--- config.mk ---
export PLATFORM = sky130hd
export DESIGN_NAME = round_robin_task_scheduler
export DESIGN_NICKNAME = d
export VERILOG_FILES = /design/src/rrs_pkg.sv /design/src/rrs_pick.sv /design/src/round_robin_task_scheduler.sv
export SDC_FILE = /design/constraint.sdc
export NUM_CORES = 1
export LEC_CHECK = 0
export ABC_AREA = 1
export BUFFER_PORTS_ARGS = -buffer_cell sky130_fd_sc_hd__buf_4
export CAP_MARGIN = 0
export CORE_MARGIN = 3
export CORE_UTILIZATION = 25
export DETAILED_ROUTE_END_ITERATION = 8
export HOLD_SLACK_MARGIN = 0.1
export SLEW_MARGIN = 30
export SYNTH_ARGS = -nofsm -noshare
export SYNTH_HDL_FRONTEND = slang
export SYNTH_HIERARCHICAL = 1
export SYNTH_SLANG_ARGS = --single-unit
--- constraint.sdc ---
create_clock -name clk -period 5.8 [get_ports clk]
set_input_delay 0.58 -clock clk [delete_from_list [all_inputs] [get_ports clk]]
set_output_delay 0.58 -clock clk [all_outputs]
set_load 0.03 [all_outputs]
--- src/rrs_pkg.sv ---
package rrs_pkg;

	localparam int unsigned MaxTasks = 8;
	localparam int unsigned TidW     = 3;
	localparam int unsigned CntW     = 4;

	localparam logic [2:0] OpStart  = 3'd0;
	localparam logic [2:0] OpTick   = 3'd1;
	localparam logic [2:0] OpIoDone = 3'd2;
	localparam logic [2:0] OpIoReq  = 3'd3;
	localparam logic [2:0] OpFinish = 3'd4;

	// Slot 0 is always the head of the queue.
	typedef struct packed {
		logic [MaxTasks-1:0][TidW-1:0] slot;
		logic [CntW-1:0]               cnt;
	} queue_t;

	typedef struct packed {
		logic            hit;
		logic [TidW-1:0] tid;
	} pick_t;

endpackage

--- src/rrs_pick.sv ---
module rrs_pick (
	input  rrs_pkg::queue_t                  q_in,
	input  logic [rrs_pkg::MaxTasks-1:0]     fin,
	output rrs_pkg::pick_t                   pick,
	output rrs_pkg::queue_t                  q_out
);

	logic [rrs_pkg::MaxTasks-1:0] elig;
	logic [rrs_pkg::TidW-1:0]     idx;
	logic [rrs_pkg::CntW-1:0]     amt;

	// Entries ahead of the first unfinished task are dropped along with it.
	always_comb begin
		for (int k = 0; k < rrs_pkg::MaxTasks; k++) begin
			elig[k] = (rrs_pkg::CntW'(k) < q_in.cnt) && !fin[q_in.slot[k]];
		end
		idx = '0;
		for (int k = rrs_pkg::MaxTasks - 1; k >= 0; k--) begin
			if (elig[k]) begin
				idx = rrs_pkg::TidW'(k);
			end
		end
		pick.hit = |elig;
		pick.tid = q_in.slot[idx];
		amt = {1'b0, idx} + rrs_pkg::CntW'(1);
		q_out.slot = q_in.slot >> (6'(amt) * 6'(rrs_pkg::TidW));
		q_out.cnt = pick.hit ? (q_in.cnt - amt) : '0;
	end

endmodule

--- src/round_robin_task_scheduler.sv ---
// Each accepted event word produces exactly one result word, with done high
// in the cycle after the accepting edge.
// A new event is taken on every clock, so busy never rises.
// Asynchronous reset leaves the CPU idle, no task scheduled, both queues
// empty, counters at zero and the task count register at three.
// The receiver cannot stall, so results are never held back.
module round_robin_task_scheduler (
	input  logic        clk,
	input  logic        arst_n,
	input  logic        start,
	output logic        busy,
	input  logic [2:0]  operation,
	input  logic [2:0]  task_id,
	input  logic        cfg_we,
	input  logic [3:0]  cfg_wdata,
	output logic        done,
	output logic [2:0]  running_task,
	output logic        cpu_busy,
	output logic        dispatched,
	output logic        preempted,
	output logic [15:0] preempt_count,
	output logic [3:0]  ready_count,
	output logic [3:0]  wait_count,
	output logic        all_done
);

	rrs_pkg::queue_t              rq_q, wq_q, rq_mid, wq_mid, rq_n, pick_q;
	rrs_pkg::pick_t               pick;
	logic [rrs_pkg::MaxTasks-1:0] fin_q, fin_mid;
	logic [rrs_pkg::TidW-1:0]     cur_q, cur_mid, cur_n;
	logic                         valid_q, valid_mid, valid_n;
	logic [15:0]                  pcnt_q, pcnt_n;
	logic [3:0]                   fcnt_q, fcnt_n;
	logic [3:0]                   sched_q, sched_n;
	logic [3:0]                   tcount_q;
	logic [3:0]                   n_start;
	logic                         disp_q, disp_a, disp_n;
	logic                         pre_q, pre_n;
	logic                         done_q;
	logic                         do_disp;
	logic                         rpush;
	logic [rrs_pkg::TidW-1:0]     rpush_tid;
	logic [rrs_pkg::TidW-1:0]     wtid;
	logic                         tid_ok;
	logic                         accept;

	assign busy   = 1'b0;
	assign accept = start && !busy;
	assign tid_ok = {1'b0, task_id} < sched_q;

	always_comb begin
		if (tcount_q == 4'd0) begin
			n_start = 4'd1;
		end else if (tcount_q > 4'(rrs_pkg::MaxTasks)) begin
			n_start = 4'(rrs_pkg::MaxTasks);
		end else begin
			n_start = tcount_q;
		end
	end

	always_comb begin
		rq_mid    = rq_q;
		wq_mid    = wq_q;
		fin_mid   = fin_q;
		cur_mid   = cur_q;
		valid_mid = valid_q;
		pcnt_n    = pcnt_q;
		fcnt_n    = fcnt_q;
		sched_n   = sched_q;
		disp_a    = 1'b0;
		pre_n     = 1'b0;
		do_disp   = 1'b0;
		rpush     = 1'b0;
		rpush_tid = '0;
		wtid      = wq_q.slot[0];
		case (operation)
			rrs_pkg::OpStart: begin
				for (int k = 0; k < rrs_pkg::MaxTasks; k++) begin
					rq_mid.slot[k] = rrs_pkg::TidW'(k + 1);
				end
				rq_mid.cnt = n_start - 4'd1;
				wq_mid.cnt = '0;
				fin_mid    = '0;
				cur_mid    = '0;
				valid_mid  = 1'b1;
				fcnt_n     = '0;
				sched_n    = n_start;
				disp_a     = 1'b1;
			end
			rrs_pkg::OpTick: begin
				if (valid_q) begin
					pre_n     = 1'b1;
					pcnt_n    = pcnt_q + 16'd1;
					rpush     = !fin_q[cur_q];
					rpush_tid = cur_q;
					valid_mid = 1'b0;
					cur_mid   = '0;
					do_disp   = 1'b1;
				end
			end
			rrs_pkg::OpIoDone: begin
				if (wq_q.cnt != 4'd0) begin
					wq_mid.slot = wq_q.slot >> rrs_pkg::TidW;
					wq_mid.cnt  = wq_q.cnt - 4'd1;
					if (!fin_q[wtid]) begin
						rpush     = 1'b1;
						rpush_tid = wtid;
						do_disp   = !valid_q;
					end
				end
			end
			rrs_pkg::OpIoReq: begin
				if (tid_ok && valid_q && cur_q == task_id && !fin_q[task_id]) begin
					if (wq_q.cnt < 4'(rrs_pkg::MaxTasks)) begin
						wq_mid.slot[wq_q.cnt[rrs_pkg::TidW-1:0]] = task_id;
						wq_mid.cnt = wq_q.cnt + 4'd1;
					end
					valid_mid = 1'b0;
					cur_mid   = '0;
					do_disp   = 1'b1;
				end
			end
			rrs_pkg::OpFinish: begin
				if (tid_ok && !fin_q[task_id]) begin
					fin_mid[task_id] = 1'b1;
					fcnt_n = fcnt_q + 4'd1;
				end
			end
			default: begin
			end
		endcase
		if (rpush && rq_q.cnt < 4'(rrs_pkg::MaxTasks)) begin
			rq_mid.slot[rq_q.cnt[rrs_pkg::TidW-1:0]] = rpush_tid;
			rq_mid.cnt = rq_q.cnt + 4'd1;
		end
	end

	rrs_pick u_pick (
		.q_in  (rq_mid),
		.fin   (fin_mid),
		.pick  (pick),
		.q_out (pick_q)
	);

	always_comb begin
		rq_n    = rq_mid;
		cur_n   = cur_mid;
		valid_n = valid_mid;
		disp_n  = disp_a;
		if (do_disp) begin
			rq_n = pick_q;
			if (pick.hit) begin
				cur_n   = pick.tid;
				valid_n = 1'b1;
				disp_n  = 1'b1;
			end
		end
	end

	always_ff @(posedge clk or negedge arst_n) begin
		if (!arst_n) begin
			tcount_q <= 4'd3;
		end else if (cfg_we) begin
			tcount_q <= cfg_wdata;
		end
	end

	always_ff @(posedge clk or negedge arst_n) begin
		if (!arst_n) begin
			rq_q     <= '0;
			wq_q     <= '0;
			fin_q    <= '0;
			cur_q    <= '0;
			valid_q  <= 1'b0;
			pcnt_q   <= '0;
			fcnt_q   <= '0;
			sched_q  <= '0;
			disp_q   <= 1'b0;
			pre_q    <= 1'b0;
			done_q   <= 1'b0;
		end else begin
			done_q <= accept;
			if (accept) begin
				rq_q     <= rq_n;
				wq_q     <= wq_mid;
				fin_q    <= fin_mid;
				cur_q    <= cur_n;
				valid_q  <= valid_n;
				pcnt_q   <= pcnt_n;
				fcnt_q   <= fcnt_n;
				sched_q  <= sched_n;
				disp_q   <= disp_n;
				pre_q    <= pre_n;
			end
		end
	end

	assign done          = done_q;
	assign running_task  = valid_q ? cur_q : '0;
	assign cpu_busy      = valid_q;
	assign dispatched    = disp_q;
	assign preempted     = pre_q;
	assign preempt_count = pcnt_q;
	assign ready_count   = rq_q.cnt;
	assign wait_count    = wq_q.cnt;
	assign all_done      = (sched_q != 4'd0) && (fcnt_q == sched_q);

`ifndef SYNTHESIS
	a_task_bound: assert property (@(posedge clk) disable iff (!arst_n)
		(5'(rq_q.cnt) + 5'(wq_q.cnt) + 5'(valid_q)) <= 5'(sched_q))
		else $error("More tasks queued or running than scheduled.");

	a_disp_busy: assert property (@(posedge clk) disable iff (!arst_n)
		done_q && disp_q |-> valid_q)
		else $error("Dispatch reported with an idle CPU.");

	a_preempt_cnt: assert property (@(posedge clk) disable iff (!arst_n)
		done_q && pre_q |-> pcnt_q == 16'($past(pcnt_q) + 16'd1))
		else $error("Preemption count did not advance on a preemption.");

	a_idle_task: assert property (@(posedge clk) disable iff (!arst_n)
		!valid_q |-> cur_q == '0)
		else $error("Current task is nonzero while the CPU is idle.");
`endif

endmodule
# ---- Word-level counts from Yosys, hierarchy flattened
# Index checks and enable logic that the tools add are counted.
dict set report classes {
  add_sub_neg 8
  mul 1
  div_mod_pow 0
  n_lt_le_gt_ge 29
  eq_ne 10
  shifts 1
  muxes 81
  bitwise_logic 1
  n_reduce_logical 41
}
# op n
set ops {}
lappend ops {{$mux 28} 6}
lappend ops {{$lt 3x4->1 const B} 14}
lappend ops {{$mux 3} 18}
lappend ops {{$bwmux 24} 2}
lappend ops {{$pmux 24 s2} 1}
lappend ops {{$bmux 1 s3} 11}
lappend ops {{$mux 1} 26}
lappend ops {{$shr 24x6->24} 1}
lappend ops {{$demux 3 s3} 2}
lappend ops {{$logic_and 1x1->1} 17}
lappend ops {{$add 16x1->16 const B} 1}
lappend ops {{$lt 3x4->1 const A} 4}
lappend ops {{$mux 4} 4}
lappend ops {{$pmux 8 s2} 1}
lappend ops {{$add 4x1->4 const B} 3}
lappend ops {{$pmux 4 s3} 1}
lappend ops {{$logic_not 1->1} 11}
lappend ops {{$reduce_and 5->1} 2}
lappend ops {{$bmux 3 s3} 1}
lappend ops {{$ge 3x1->1 const B} 3}
lappend ops {{$pmux 3 s3} 1}
lappend ops {{$lt 1x4->1 const A} 2}
lappend ops {{$lt 2x4->1 const A} 2}
lappend ops {{$lt 4x4->1 const B} 2}
lappend ops {{other kinds (27)} 36}
dict set report totals {
  register_bits 99
  latch_bits 0
  mem_bits_rw 0
  rom_bits 0
  out_inout_bits 33
  word_cells 200
  n_memories 0
}

# ---- Longest topological paths before layout
dict set report depth {
  ltp_word 23
  mapped_depth 45
}

# ---- By module
# The synthesis kept the hierarchy.
# mod n_inst cells_per_inst area_each_um2 seq_area_each_um2
set by_module_without_submodules {}
lappend by_module_without_submodules {round_robin_task_scheduler 1 921 6517.5 2479.9}
lappend by_module_without_submodules {rrs_pick 1 529 2547.4 0.0}

# ---- Worst setup path after synthesis
# No wires, ideal clock.
dict set report synth_timing {
  kind {input -> register}
  start {input task_id[0]}
  end {register rq_q[11] in the netlist's numbering}
  setup_time_ns 0.066
  arrival_time_ns 5.220
  required_ns 5.734
  slack_ns 0.514
  stages 38
  path_buffers 3
  cell_sequence {buf_2 -> inv_2 -> nand2_1 -> nand3_1 -> nand3_1 -> nor2_1 -> nand2_1 -> o31ai_1 -> inv_1 -> nor2_1 -> inv_2 -> a21oi_1 -> o21ai_0 -> nand2_1 -> nand2_1 -> nand3_1 -> nand2_1 -> nand2_1 -> [2 not listed] -> nand2_4 -> nand2_4 -> buf_2 -> inv_1 -> ha_1 -> xor2_1 -> inv_1 -> fa_1 -> xnor2_1 -> clkbuf_1 -> nand3_1 -> a21oi_1 -> nand2_1 -> inv_1 -> inv_1 -> a21oi_1 -> nand2_1 -> nand2_1}
}
# item line_no
set synth_rtl {}
lappend synth_rtl {{start: declaration} round_robin_task_scheduler.sv:13} ;# input logic [2:0] task_id,
lappend synth_rtl {{end signal: assignment} round_robin_task_scheduler.sv:184} ;# rq_q <= rq_n;
lappend synth_rtl {{end: declaration} round_robin_task_scheduler.sv:27} ;# rrs_pkg::queue_t rq_q, wq_q, rq_mid, wq_mid, rq_n, pick_q;

==> results.txt <==
- Transition at the pin with the smallest max-transition slack: around 0.84 ns
- 0 antenna diodes ended up in the layout.
- STA classifies the critical path startpoint as a register.
* Min Tclk post-route: about 5.3 ns
- Leaving out fill and tap cells, the most frequent cell in the layout is sky130_fd_sc_hd__nand2_1.
- The initial antenna violation count came to 0.
- For this run, the detailed router's first-pass iteration total came to 5.
* Die outline height: approximately 200 um
- Total Routing Usage GR: 15.7%
* Clock transition at the registers of the reported paths: 0.08 ns
- In this run the tool buffered the top-level ports with 45 buffer cells.
* Number of endpoints with negative hold slack in the final report: 0
- Total nets after synthesis: 1484
* Via Count: approximately 9600
- Remaining max-slew budget at the tightest pin: between 40% and 50%
* Number of H-tree levels: 3
- TritonCTS buffer count: 9
- Netlist Area Pre-Place: around 9100 sq um
* Unique cell type count in the Yosys netlist: between 50 and 60
- Sequential elements use a little over a quarter of the synthesized area.
* Congestion Overflow GR: 0
- Fill cells in the final layout number 3975.
- Averaged over all synthesized cells, the footprint is roughly 6.3 sq um.
- Based on the critical path, the design can be clocked at up to 188 MHz.
- Finished Core Util: about 29%
- Effective utilization at floorplan: between 20% and 30%
* Clock Sink Count: slightly below 100
* Routability Congestion: 0.944
- I/O pin total: 47
- First-pass GRT wire length: ~49 mm
- Residual DRC: 0
- In this run the critical register-to-register path is launched from wait_count[2].
* Horizontal die dimension: slightly below 200 um
- After floorplanning, the core was sized to cover roughly 36000 sq um.
- TritonCTS built the clock tree.
* Via count of the first global-routing pass: around 9000
- Routed length per placed instance: around 15 um
* DRC marker count from the first detailed-route iteration: around 760
* Synth-to-layout area growth: 12.9%
- The critical path is of the register to register type.
- Worst hold-check path type: primary input to asynchronous set/reset pin
* Leading area contributor after synthesis: sky130_fd_sc_hd__dfrtp_1
* Data arrival time of the critical path: about 5.6 ns
- Required time at the endpoint of the critical path: 6.05 ns
* Instance count of the mapped netlist: 1450
- Synthesis Warnings: 6
- Max-slew violation total from the final report: 0
* Highest-count cells in the layout ignoring fill and taps: sky130_fd_sc_hd__nand2_1, sky130_fd_sc_hd__nand3_1, sky130_fd_sc_hd__inv_1
- The cell sitting at the root of the clock tree is a sky130_fd_sc_hd__clkbuf_16.
- The count of nets left with antenna violations once routing finished came out at 0.
* Fraction of layout cells with a size suffix above 1: a little under an eighth
- Peak per-stage delay on the critical path: about 0.46 ns
- Final hold analysis gives a worst-case slack of about 0.29 ns.
- Clock skew: 0.0112 ns
* CTS Hold Buffers Added: 0
* Async SR Flop Fraction: 100%
- Max_cap viols: 0
* Number of failing setup endpoints in the final timing report: 0
- Of the post-synthesis cell area, the dominant cell type holds between 20 and 30%.
- Kind of end point of the critical path: register
* Cell repeated most along the worst path: sky130_fd_sc_hd__nand2_1
* Count of nets after finishing: around 1500
* Final Cycle Share: 91.9%
- EDFF count, synth: 0
- HPWL Detailed: between 20 and 25 mm
- Launching instance or port of the critical path: wait_count[2]
- The initialized floorplan defines a little under 70 standard-cell rows.
- Peak fanout along the critical path: 9
* Clk Latency, worst-skew pair: 0.37 ns
* Maximum number of pins on one net before global-route repair: 66
- Run status: complete, no violations
- Synth area leaders: sky130_fd_sc_hd__dfrtp_1, sky130_fd_sc_hd__nand2_1, sky130_fd_sc_hd__nand3_1, sky130_fd_sc_hd__inv_1, sky130_fd_sc_hd__nor2_1
* Full die area: 38600 sq um
* Post-synth top flop: sky130_fd_sc_hd__dfrtp_1
- On the critical path, the stage with the largest delay is an instance of sky130_fd_sc_hd__dfrtp_1.
- Counting along the longest clock path gives a buffer depth of 2.
- Wire length after detailed routing: ~30 mm
* Total of flip-flops plus latches after synthesis: roughly 100
* Number of vias per cell after detailed routing: between 4 and 5
## final cells by class
class / instances / area [sq um] / area share [%]
Clock buffer: 9 / 225 / 2.20
Clock inverter: 7 / 97.6 / 0.953
Inverter: 200 / 759 / 7.42
Multi-Input combinational cell: 1090 / 5520 / 54.0
Sequential cell: 99 / 2480 / 24.2
Tap cell: 461 / 577 / 5.63
Timing Repair Buffer: 73 / 573 / 5.60
## per-stage QoR
step / setup TNS [ns] / cells / area, sq um / setup WS, ns
global route: -0.232 / 1939 / 10200 / -0.0524
detailed placement: 0 / 1922 / 9880 / 0.202
floorplan: 0 / 1450 / 9060 / 0.514
global placement: 0 / 1922 / 9880 / 0.225
CTS: 0 / 1938 / 10200 / 0.369
finish: 0 / 1939 / 10200 / 0.467
## worst max-delay path, delay by kind of cell (launching register included)
family | cells | cell delay [ns]
buf+inv | 9 | 0.99
compound gates | 4 | 0.52
fa+ha+maj | 2 | 0.57
xor+xnor | 1 | 0.18
flops | 1 | 0.46
simple gates | 21 | 2.48
## kinds of logic after synthesis
| family | count (synthesis) | synth area share, % |
|---|---|---|
| other | 1 | 0.0414 |
| xor gates and xnor gates | 25 | 2.42 |
| adders and majority gates | 20 | 3.01 |
| muxes | 1 | 0.124 |
| and+or+nand+nor | 828 | 41.1 |
| buffers and inverters | 261 | 12.1 |
| DFF | 99 | 27.4 |
| AOI/OAI and AO/OA | 215 | 13.8 |
## routing by layer
| layer | wire, um | track usage (%) | part of all wire, % | vias up |
|---|---|---|---|---|
| met5 | 0 | 0 | 0 | - |
| met4 | 755 | 5.10 | 2.5 | 0 |
| met3 | 1730 | 2.19 | 5.8 | 48 |
| met2 | 13700 | 25.4 | 46 | 318 |
| met1 | 13700 | 21.6 | 46 | 4461 |
| li1 | - | - | - | 4752 |
## synth_stat cells (all sizes together) (17+ instances only)
| master | n |
|---|---|
| nor2 | 109 |
| clkbuf | 21 |
| ha | 17 |
| nand2 | 455 |
| a21oi | 69 |
| inv | 194 |
| dfrtp | 97 |
| a22oi | 22 |
| nand3 | 230 |
| buf | 40 |
| o21ai | 87 |
| xor2 | 17 |
| nor3 | 17 |
## path summary, 6_finish.rpt
path	to	slack (ns)	depth (start not counted)
setup / recovery	rq_q[5]	0.47	37
hold / removal	wait_count[2]	0.29	1
setup reg to reg	rq_q[5]	0.47	37
hold reg to reg	preempt_count[15]	0.48	1
max in group asynchronous	rq_q[26]	4.44	2
min in group clk	tcount_q[1]	0.41	2
## timing repair
item,CTS,global route
gates resized for setup,0,15
endpoints found under the setup margin,0,24
buffers inserted,0,1
## registers in the layout, summed over array words and instances, names as in the netlist
name	flops
ready_count	4
sched_q	4
rq_q	24
dispatched	1
wq_q	21
cur_q	3
fcnt_q	4
wtid	3
preempt_count	16
fin_q	8
cpu_busy	1
done	1
wait_count	4
preempted	1
tcount_q	4
Power is not shown: default switching activity piles up to over one toggle a cycle in this logic, so the estimate is an artifact.
